--- src/rtl/gsuf_ram.sv ---
`timescale 1ns / 1ps
`default_nettype none
// ----------------------------------------------------------------------------
// gsuf_ram
// Simple dual-port RAM, one write port and one registered read port.
// ----------------------------------------------------------------------------
module gsuf_ram #(
  parameter int WIDTH = 8,
  parameter int DEPTH = 16
) (
  input  wire logic                     clk,
  input  wire logic                     we,
  input  wire logic [$clog2(DEPTH)-1:0] waddr,
  input  wire logic [WIDTH-1:0]         wdata,
  input  wire logic [$clog2(DEPTH)-1:0] raddr,
  output logic      [WIDTH-1:0]         rdata
);

  logic [WIDTH-1:0] mem [DEPTH];

  // write port
  always_ff @(posedge clk) begin
    if (we) begin
      mem[waddr] <= wdata;
    end
  end

  // registered read
  always_ff @(posedge clk) begin
    rdata <= mem[raddr];
  end

endmodule : gsuf_ram
`default_nettype wire

--- config.mk ---
export PLATFORM = sky130hd
export DESIGN_NAME = gsuf_ram
export DESIGN_NICKNAME = d
export VERILOG_FILES = /design/src/rtl/gsuf_ram.sv
export SDC_FILE = /design/constraint.sdc
export NUM_CORES = 1
export LEC_CHECK = 0
export ABC_CLOCK_PERIOD_IN_PS = 2100
export BUFFER_PORTS_ARGS = -buffer_cell sky130_fd_sc_hd__buf_2
export CORE_MARGIN = 5
export CORE_UTILIZATION = 63
export CTS_BUF_LIST = sky130_fd_sc_hd__clkbuf_4
export CTS_CLUSTER_SIZE = 16
export DETAILED_ROUTE_END_ITERATION = 12
export GPL_ROUTABILITY_DRIVEN = 0
export PLACE_DENSITY = 0.82
export SLEW_MARGIN = 20
export SYNTH_ARGS = -nofsm -noshare
export SYNTH_HDL_FRONTEND = slang
export SYNTH_SLANG_ARGS = --single-unit
--- constraint.sdc ---
create_clock -name clk -period 2.1 [get_ports clk]
set_clock_uncertainty 0.1 [all_clocks]
set_input_delay 0.105 -clock clk [delete_from_list [all_inputs] [get_ports clk]]
set_output_delay 0.105 -clock clk [all_outputs]
set_load 0.005 [all_outputs]
# == Word-level counts from Yosys, hierarchy flattened ==
# Memories as Yosys holds them, arrays and structs flattened. A register that Yosys moved wholly into a read port is not among the register bits.
# Index checks and enable logic that the tools add are counted.
# totals
ram_bits,128
wordCells,3
register_bits,0
out_inout_bits,8
mem_count,1
# op_classes
mux,2
# memory_table
name,depth,width,rd,rd_ports_with_merged_regs,wr,line,source
mem,16,8,1,1,1,19,logic [WIDTH-1:0] mem [DEPTH];
# ops
operator,n
1-bit two-way mux,2

# == Depth between registers and ports, before layout ==
# Gate-level depths: netlist (run 1).
# logic_depth
word_depth,2
mapped_depth,5

# == Worst setup path after synthesis (run 1) ==
# No wires, ideal clock.
# synth_path
path_type,input to register
startpoint,input waddr[2]
endpoint,"memory mem[0][0], enable pin"
arrival_ns,1.215
n_path_buf,0
setup_ns,0.383
setup_slack_ns,0.402
stages,2
required_time_ns,1.617
path_cell_list,or3b_2 -> nor3_1
# synth_rtl
element,line,source
"start, declared",13,"input wire logic [$clog2(DEPTH)-1:0] waddr,"
"end, declared",19,
# No word-level cell before the write port.

==> results by group, run 1 <==
Flow run
  – Total of max-cap violations: 0

Clock tree
  – CTS tree: built
  – H-tree lvl count: 4
  – Setup Buffers After CTS: 0
  – Clock Latency Late Sink: 0.49 ns
  – Root Driver: clkbuf_4
  – CTS clk-pin slew, worst paths: 0.11 ns
  – Cts bufs inserted: 17
  – CTS Sinks: 136
  – Max Root-Sink Buffers: 2

STA
  – RSZ-0062 raised after global routing: false
  – Final Max Tran Viols: 0
  – Final Hold Fails: 0
  – Final min period: 1.49 ns
  – Sum of negative setup slack: 0 ns
  – Endpoints failing setup: 0
  – Max Fclk: 0.671 GHz
  – Rel. slew slack: 45.2%
  – Worst Max-Slew Pin Slew: 0.819 ns
  – Fin crit share: 70.9%

Global route
  – Gr busiest metal: met2
  – Largest net degree at the start of global routing: 23
  – Met1 Usage GRT: 28.5%
  – First-pass GRT wire length: 15100 um
  – Initial antenna violation count: 0
  – Remaining global-route overflow: 0
  – GRT met3 Usage: 5.77%
  – Overall Global Routing Usage: 21.6%
  – Vias in the first global route: 2632
  – Met2 usage: 34.7%

Power
  – Clk network pwr share: 38.4%
  – Switch Pwr: 0.00106 W
  – Internal power: 0.00437 W
  – Combinational power share: 5.4%
  – VDD IR-drop max: 0.696 mV
  – Sw frac: 19.5%
  – P_leak: 2.04 nW
  – Part of the power in registers: 56.1%
  – Pwr/cell area: 913 nW/um^2

Final layout
  – Seq. cell area: 4000 sq um
  – Fin area: 5950 sq um
  – Layout Nets: 309
  – Layout cells sized above 1: 31.3%
  – Layout fillers: 467
  – Area growth syn-to-layout: 15.6%
  – Multi-input logic area: 1060 sq um
  – Fin util: 73.5%
  – Ant. Diodes: 0

Setup path
  – Worst Path Max Fanout: 1
  – Critical path capture point type: flip-flop
  – Worst Path Required: 2.39 ns
  – Largest stage delay on the critical path: 0.51 ns
  – Crit path kind: flip-flop to flip-flop
  – Cell family with most CP delay: multiplexers
  – Crit path cell chain: mux4_1, a22oi_1, nand2_1
  – Worst Path Buf+Inv: 0
  – Critical-path top delay cell: mux4_1
  – CP arrival: 1.78 ns
  – Crit start category: flip-flop

Routing
  – Routed via count: 2512
  – DR iter-0 viols: 256
  – Wirelength, routed: 9860 um
  – Drt pass-1 iters: 5
  – Post-DR wirelength/cell: 24.1 um
  – Antenna viol nets, final: 0
  – DRC viols: 0
  – Via/cell ratio: 6.14

Floorplan
  – Row count: 33
  – Die height: 100 um
  – CORE AREA: 8090 sq um
  – IO Pins: 26
  – Initial Utilization: 63.6%
  – Die area: 10100 sq um
  – DIE WIDTH: 100 um

Synthesis
  – Yosys reg bits: 136
  – Yosys Warn Count: 0
  – Sequential-to-total area share from yosys stat: 77.8%
  – Mapped Cells: 229
  – Synthesized net count: 247
  – Post-Syn Area: 5150 sq um
  – Netlist cell types: 19
  – Avg Cell Area, Syn: 22.5 sq um

Worst hold path
  – Hold Crit Class: input pin to flip-flop

Placed design
  – Buffers on Ports: 25
  – Placed instance area: 5510 sq um
  – Final HPWL DP: 6150 um

Run status
  – Status: complete, no violations
==> registers in the layout, summed over array words and instances (netlist names) <==
name   cells
mem      128
rdata      8
==> cell type report <==
type                            count  share of cell area, %
Multi-Input combinational cell     83                   17.8
Clock inverter                     13                   3.76
Tap cell                          105                   2.21
Timing Repair Buffer               53                   6.60
Sequential cell                   136                   67.3
Clock buffer                       19                   2.40
==> per-stage QoR <==
stage / total power [W] / hold slack, ns / worst slack (ns) / cells
CTS: 0.00547 / 0.0393 / 0.645 / 409
detailed placement: 0.00339 / 0.382 / 0.371 / 369
floorplan: 0.00326 / 0.104 / 0.402 / 229
global route: 0.00562 / 0.0315 / 0.522 / 409
finish: 0.00543 / 0.0987 / 0.610 / 409
global placement: 0.00338 / 0.372 / 0.366 / 369
==> power by group through the flow <==
| stage | logic (W) | registers, W | clock network, W |
|---|---|---|---|
| global placement | 0.000270 | 0.00311 | 0 |
| floorplan | 0.000154 | 0.00311 | 0 |
| detailed placement | 0.000280 | 0.00311 | 0 |
| finish | 0.000295 | 0.00305 | 0.00209 |
| CTS | 0.000296 | 0.00305 | 0.00213 |
| global route | 0.000317 | 0.00305 | 0.00225 |
==> layout by cell type, fill, tap and decap left out, types with 3 or more instances in the layout <==
master and n:
edfxtp_1 128, buf_2 25, clkbuf_4 19, mux4_2 18, buf_4 17, a22oi_1 16
mux4_1 14, nor2_1 13, nand2_1 9, dlygate4sd3_1 8, dfxtp_1 8, bufinv_16 6
nor3_1 4, clkinv_2 3, buf_12 3
==> final timing paths <==
check | start | endpoint | slack (ns) | cells past startpoint
max | mem[1][3] | rdata[3] | 0.61 | 3
min | raddr[2] | rdata[3] | 0.1 | 5
max reg2reg | mem[1][3] | rdata[3] | 0.61 | 3
min reg2reg | mem[14][7] | rdata[7] | 0.58 | 3
==> routing by layer <==
metal  up-vias  part of all wire (%)
met5         -                     0
met4         0                   1.1
met3         6                   8.7
met2       132                    52
met1      1268                    38
li1       1106                     -
==> kinds of logic after synthesis <==
| group | count (synthesis) | share of synthesized area [%] |
|---|---|---|
| compound gates | 16 | 2.33 |
| buf+inv | 10 | 1.68 |
| flops | 136 | 77.8 |
| mux | 32 | 15.0 |
| simple gates | 35 | 3.18 |
==> worst reg2reg max path, stage by stage (launching register included) <==
cell and delay (ns):
edfxtp_1 0.39, mux4_1 0.51, a22oi_1 0.31, nand2_1 0.09
==> synthesized netlist by cell type, drive strengths merged <==
| cell | number | share of area, % |
|---|---|---|
| clkdlybuf4s25 | 3 | 0.58 |
| nor3 | 4 | 0.39 |
| nand2b | 2 | 0.24 |
| nor2 | 13 | 0.95 |
| dfxtp | 8 | 3.1 |
| nand3b | 2 | 0.29 |
| nand3 | 1 | 0.097 |
| mux4 | 32 | 15 |
| and2 | 1 | 0.12 |
| and2b | 1 | 0.15 |
| edfxtp | 128 | 75 |
| nor2b | 1 | 0.12 |
| or3b | 1 | 0.17 |
| a22oi | 16 | 2.3 |
| nand2 | 9 | 0.66 |
| buf | 7 | 1.1 |
==> what timing repair did <==
item	in CTS	in global routing
endpoints found under the hold margin	128	0
hold buffers	8	0
endpoints found under the setup margin	0	0
gates resized for setup	0	0
No activity file was read; power rests on OpenSTA's default activity.
==> inputs of run 2 (changes only) <==
- ABC_AREA: unset -> 1
- ABC_CLOCK_PERIOD_IN_PS: 2100 -> 1240
- CORE_UTILIZATION: 63 -> 57
- PLACE_DENSITY: 0.82 -> 0.78
- clock period: 2.1 -> 1.24 ns (I/O delays scaled with it)
==> run 2 against run 1 <==
Combinational power rose by 130%. Sequential power rose by 69%. Global-route usage fell by 0.25 points. Utilization fell by 7.0 points. Worst hold slack got worse by 0.037 ns.
==> results by group, run 2 <==
Setup path
  – Worst Path Required: 1.59 ns
  – CP arrival: 1.56 ns
  – Crit path cell chain: dlygate4sd3_1, buf_2, inv_2, buf_12, nand3_1, nand3_1, nand3_1, nand2_1
  – Worst Reg-to-Reg Cells: 6
  – Crit start category: input pin
  – Most frequent cell on the critical path: nand3_1
  – Cell family with most CP delay: buffers and inverters
  – Critical path capture point type: flip-flop
  – WP depth: 8
  – Worst Path Max Fanout: 16
  – Critical-path top delay cell: dlygate4sd3_1
  – Largest stage delay on the critical path: 0.53 ns
  – Crit path kind: input pin to flip-flop
  – Worst Path Buf+Inv: 4

STA
  – Sum of negative setup slack: 0 ns
  – Final WS setup: 0.0325 ns
  – RSZ-0062 raised after global routing: false
  – Max Fclk: 0.828 GHz
  – Worst Max-Slew Pin Slew: 0.366 ns
  – Final Hold Fails: 0
  – Endpoints failing setup: 0
  – Rel. slew slack: 75.6%
  – Fin crit share: 97.4%
  – Final min period: 1.21 ns
  – Final Max Tran Viols: 0

Global route
  – Initial antenna violation count: 0
  – Gr busiest metal: met2
  – Vias in the first global route: 3803
  – Overall Global Routing Usage: 21.3%
  – First-pass GRT wire length: 20000 um
  – GRT met3 Usage: 4.87%
  – Met2 usage: 35.0%
  – Met1 Usage GRT: 28.5%
  – Largest net degree at the start of global routing: 49
  – Remaining global-route overflow: 0

Floorplan
  – Row count: 36
  – Initial Utilization: 58.7%
  – DIE WIDTH: 111 um
  – Die area: 12200 sq um
  – CORE AREA: 9820 sq um
  – IO Pins: 26
  – Die height: 111 um

Synthesis
  – Post-Syn Area: 5770 sq um
  – Mapped Cells: 551
  – Post-synth EDFFs: 128
  – Avg Cell Area, Syn: 10.5 sq um
  – Count leader, synth: nand2_1
  – Synthesized net count: 569
  – Yosys reg bits: 136
  – Post-synth top area share: 66.7%
  – Top cells by area, synth: edfxtp_1, nand2_1, nand3_1
  – Asr flop ratio synth: 0%
  – Synth top cells by count: nand2_1, edfxtp_1, inv_1
  – Top FF cell, synth: edfxtp_1
  – Post-synth top area cell: edfxtp_1
  – Netlist cell types: 12
  – Yosys Warn Count: 0
  – Sequential-to-total area share from yosys stat: 69.4%

Routing
  – DRC viols: 0
  – Via/cell ratio: 5.22
  – Antenna viol nets, final: 0
  – Wirelength, routed: 12600 um
  – DR iter-0 viols: 359
  – Drt pass-1 iters: 5
  – Post-DR wirelength/cell: 16.7 um
  – Routed via count: 3943

Final layout
  – Layout fillers: 761
  – Layout Nets: 627
  – Commonest non-fill, non-tap cell in the layout: nand2_1
  – Commonest cells after routing, fill and taps aside: nand2_1, edfxtp_1, inv_1
  – Largest registers: mem (128), rdata (8)
  – Max reg flops: 128
  – Ant. Diodes: 0
  – Layout cells sized above 1: 13.3%
  – Biggest register: mem
  – Area growth syn-to-layout: 13.3%

Flow run
  – Total of max-cap violations: 0

Clock tree
  – Root Driver: clkbuf_4
  – Cts bufs inserted: 17
  – CTS Sinks: 136
  – CTS clk-pin slew, worst paths: 0.12 ns
  – CTS tree: built
  – Clock Latency Late Sink: 0.51 ns
  – Setup Buffers After CTS: 0
  – Max Root-Sink Buffers: 2
  – H-tree lvl count: 4

Worst hold path
  – Hold path depth: 4
  – Hold Crit Class: input pin to flip-flop

Placed design
  – Buffers on Ports: 25
  – Final HPWL DP: 8030 um
  – Pre-CTS setup slack: 0.0259 ns

Run status
  – Status: complete, no violations

Power
  – VDD IR-drop max: 0.821 mV
  – P_leak: 2.87 nW
  – Pwr/cell area: 1310 nW/um^2
## run 2: changes by cell type after synthesis, sizes merged, moves of 3 or more
cell / delta
nor3: -4
a22oi: -16
clkdlybuf4s25: -3
mux4: -32
nand3: +96
nand2: +164
inv: +102
buf: +17
nor2: +4
## run 2: kinds of logic after synthesis
group | share of synthesized area [%]
buffers and inverters | 9.52
and+or+nand+nor | 21.0
DFF | 69.4
## run 2: power by group
group          total, W  internal (W)  switching (W)  leakage [nW]
clock           0.00274       0.00120        0.00155         0.146
sequential      0.00516       0.00513      0.0000337          1.22
combinational  0.000677      0.000235       0.000442          1.50
total           0.00858       0.00656        0.00202          2.87
## run 2: area by class of cell
type / count / area (sq um) / share of cell area, %
clock buffers: 18 / 135 / 2.07
multi-input cells: 289 / 1210 / 18.6
clock inverters: 14 / 133 / 2.03
well taps: 133 / 166 / 2.55
repair buffers: 63 / 500 / 7.66
flip-flops and latches: 136 / 4010 / 61.3
inverters: 102 / 383 / 5.86
## run 2: worst min-delay path, cell delays in order
cell,delay [ns]
buf_2,0.11
nand2_1,0.10
nor2_1,0.10
buf_4,0.17
## run 2: worst paths after layout
path,startpoint,endpoint,slack (ns)
worst max-delay path,raddr[1],rdata[6],0.03
worst min-delay path,we,mem[0][5],0.06
worst max register to register,mem[1][6],rdata[6],0.10
worst min register to register,mem[13][5],rdata[5],0.59
## run 2: layer usage
metal,wire (um),part of all wire (%)
met1,5120,41
met2,6340,50
met3,879,7.0
met4,257,2.0
met5,0,0
## run 2: timing repair
| item | CTS | global route |
|---|---|---|
| hold buffers | 11 | 0 |
| setup endpoints to repair | 0 | 1 |
| gates resized for setup | 0 | 1 |
| endpoints found under the hold margin | 136 | 0 |
## run 2: stage by stage
stage	utilization (%)	cell area, sq um	total power (W)	instances	hold slack, ns
2_1_floorplan	-	5770	0.00562	551	0.0609
3_3_place_gp	62.7	6160	0.00589	712	0.341
3_5_place_dp	62.7	6160	0.00592	712	0.349
4_1_cts	66.6	6540	0.00862	755	0.0258
5_1_grt	66.6	6540	0.00896	755	0.0544
6_report	66.6	6540	0.00858	755	0.0613
==> inputs of run 3 (changes only) <==
- MAX_ROUTING_LAYER: unset -> met4
==> run 3 against run 2 <==
Via count barely moved. Power rose by 0.13%. Count of clock-buffer cells in the layout did not move. Critical endpoint is now rdata[1]. Worst hold slack got worse by 0.0072 ns. Combinational power barely moved. Critical path depth did not move. Sequential cell count did not move. First-iteration DRC count fell by 9.7%. Highest routed layer unchanged. Register-to-register slack improved by 0.02 ns.
==> results by group, run 3 (same netlist as run 2, synthesis figures left out) <==
Run status
  – Status: complete, no violations

STA
  – Rel. slew slack: 75.1%
  – Fin crit share: 96.0%
  – Final min period: 1.19 ns
  – RSZ-0062 raised after global routing: false
  – Fin Hold WS: 0.0541 ns
  – Final Max Tran Viols: 0
  – Endpoints failing setup: 0
  – Sum of negative setup slack: 0 ns
  – Worst Max-Slew Pin Slew: 0.373 ns
  – Max Fclk: 0.840 GHz
  – Final Hold Fails: 0
  – Final WS setup: 0.0502 ns

Setup path
  – Crit path kind: input pin to flip-flop
  – Worst Path Required: 1.59 ns
  – Worst Path Max Fanout: 16
  – Critical path capture point type: flip-flop
  – CP arrival: 1.54 ns
  – Crit start category: input pin

Routing
  – DR iter-0 viols: 324
  – Antenna viol nets, final: 0
  – DRC viols: 0
  – Post-DR wirelength/cell: 16.7 um
  – Wirelength, routed: 12600 um
  – Via/cell ratio: 5.22
  – Drt pass-1 iters: 6
  – Routed via count: 3941

Final layout
  – Area growth syn-to-layout: 13.3%
  – Multi-input logic area: 1210 sq um
  – Layout cells sized above 1: 13.3%
  – Largest registers: mem (128), rdata (8)
  – Ant. Diodes: 0
  – Layout Nets: 627
  – Layout fillers: 761
  – Commonest cells after routing, fill and taps aside: nand2_1, edfxtp_1, inv_1
  – Biggest register: mem
  – Max reg flops: 128
  – Commonest non-fill, non-tap cell in the layout: nand2_1
  – Seq. cell area: 4010 sq um
  – Fin area: 6540 sq um

Power
  – Combinational power share: 7.9%
  – Clk network pwr share: 32.0%
  – Part of the power in registers: 60.1%
  – Internal power: 0.00656 W
  – Pwr/cell area: 1320 nW/um^2
  – P_leak: 2.87 nW
  – Sw frac: 23.7%
  – Switch Pwr: 0.00203 W
  – VDD IR-drop max: 0.819 mV

Clock tree
  – CTS tree: built
  – H-tree lvl count: 4
  – Setup Buffers After CTS: 0
  – Max Root-Sink Buffers: 2
  – Clock Latency Late Sink: 0.52 ns
  – Root Driver: clkbuf_4
  – CTS clk-pin slew, worst paths: 0.12 ns
  – CTS Sinks: 136
  – Cts bufs inserted: 17

Global route
  – Largest net degree at the start of global routing: 49
  – Initial antenna violation count: 0
  – Overall Global Routing Usage: 21.9%
  – First-pass GRT wire length: 20000 um
  – Remaining global-route overflow: 0
  – Vias in the first global route: 3804

Placed design
  – Pre-CTS setup slack: 0.0259 ns
  – Placed instance area: 6160 sq um
  – Final HPWL DP: 8030 um
  – Buffers on Ports: 25

Worst hold path
  – Hold Crit Class: input pin to flip-flop

Floorplan
  – IO Pins: 26
  – Row count: 36
  – DIE WIDTH: 111 um
  – Initial Utilization: 58.7%
  – Die height: 111 um
  – CORE AREA: 9820 sq um
  – Die area: 12200 sq um

Flow run
  – Total of max-cap violations: 0
==> run 3: cell counts in the layout (fill, tap and decap cells not counted) <==
Identical to the previous run, type by type.
==> run 3: layout make-up <==
class | count | share of cell area [%]
multi-input combinational | 289 | 18.6
inverter | 102 | 5.86
clock inverter | 14 | 2.03
clock buffer | 18 | 2.07
tap | 133 | 2.55
timing repair buffer | 63 | 7.66
sequential | 136 | 61.3
==> run 3: what timing repair did <==
item,4_1_cts,5_1_grt
hold endpoints to repair,136,0
setup endpoints to repair,0,1
hold buffers,11,0
resized for setup,0,1
==> run 3: worst paths after layout <==
check        startpoint        end  slack [ns]  cells after the start
max            raddr[1]   rdata[1]        0.05                      8
min                  we  mem[0][2]        0.05                      4
max reg2reg   mem[1][1]   rdata[1]        0.12                      6
min reg2reg  mem[13][5]   rdata[5]        0.58                      6
==> run 3: worst max-delay path: stages <==
cell	delay, ns
dlygate4sd3_1	0.54
buf_2	0.14
inv_2	0.16
buf_12	0.18
nand3_1	0.10
nand3_1	0.14
nand3_1	0.12
nand2_1	0.10
==> run 3: power groups by stage <==
stage | logic, W | registers, W | clock network [W]
after floorplan | 0.000363 | 0.00526 | 0
after global placement | 0.000626 | 0.00527 | 0
after detailed placement | 0.000645 | 0.00527 | 0
after CTS | 0.000675 | 0.00517 | 0.00278
after global routing | 0.000745 | 0.00518 | 0.00304
final | 0.000679 | 0.00517 | 0.00275
==> run 3: metal layers <==
layer	up-vias	global-route usage (%)	routed length, um
li1	1897	-	-
met4	0	5.99	216
met1	1858	28.4	5170
met3	24	4.81	822
met2	162	35.3	6410
met5	-	-	0
==> run 3: per-stage QoR <==
stage                     cells  util, %  total power, W
after detailed placement    712     62.7         0.00592
after global routing        755     66.6         0.00896
after floorplan             551        -         0.00562
after CTS                   755     66.6         0.00862
after global placement      712     62.7         0.00589
final                       755     66.6         0.00860
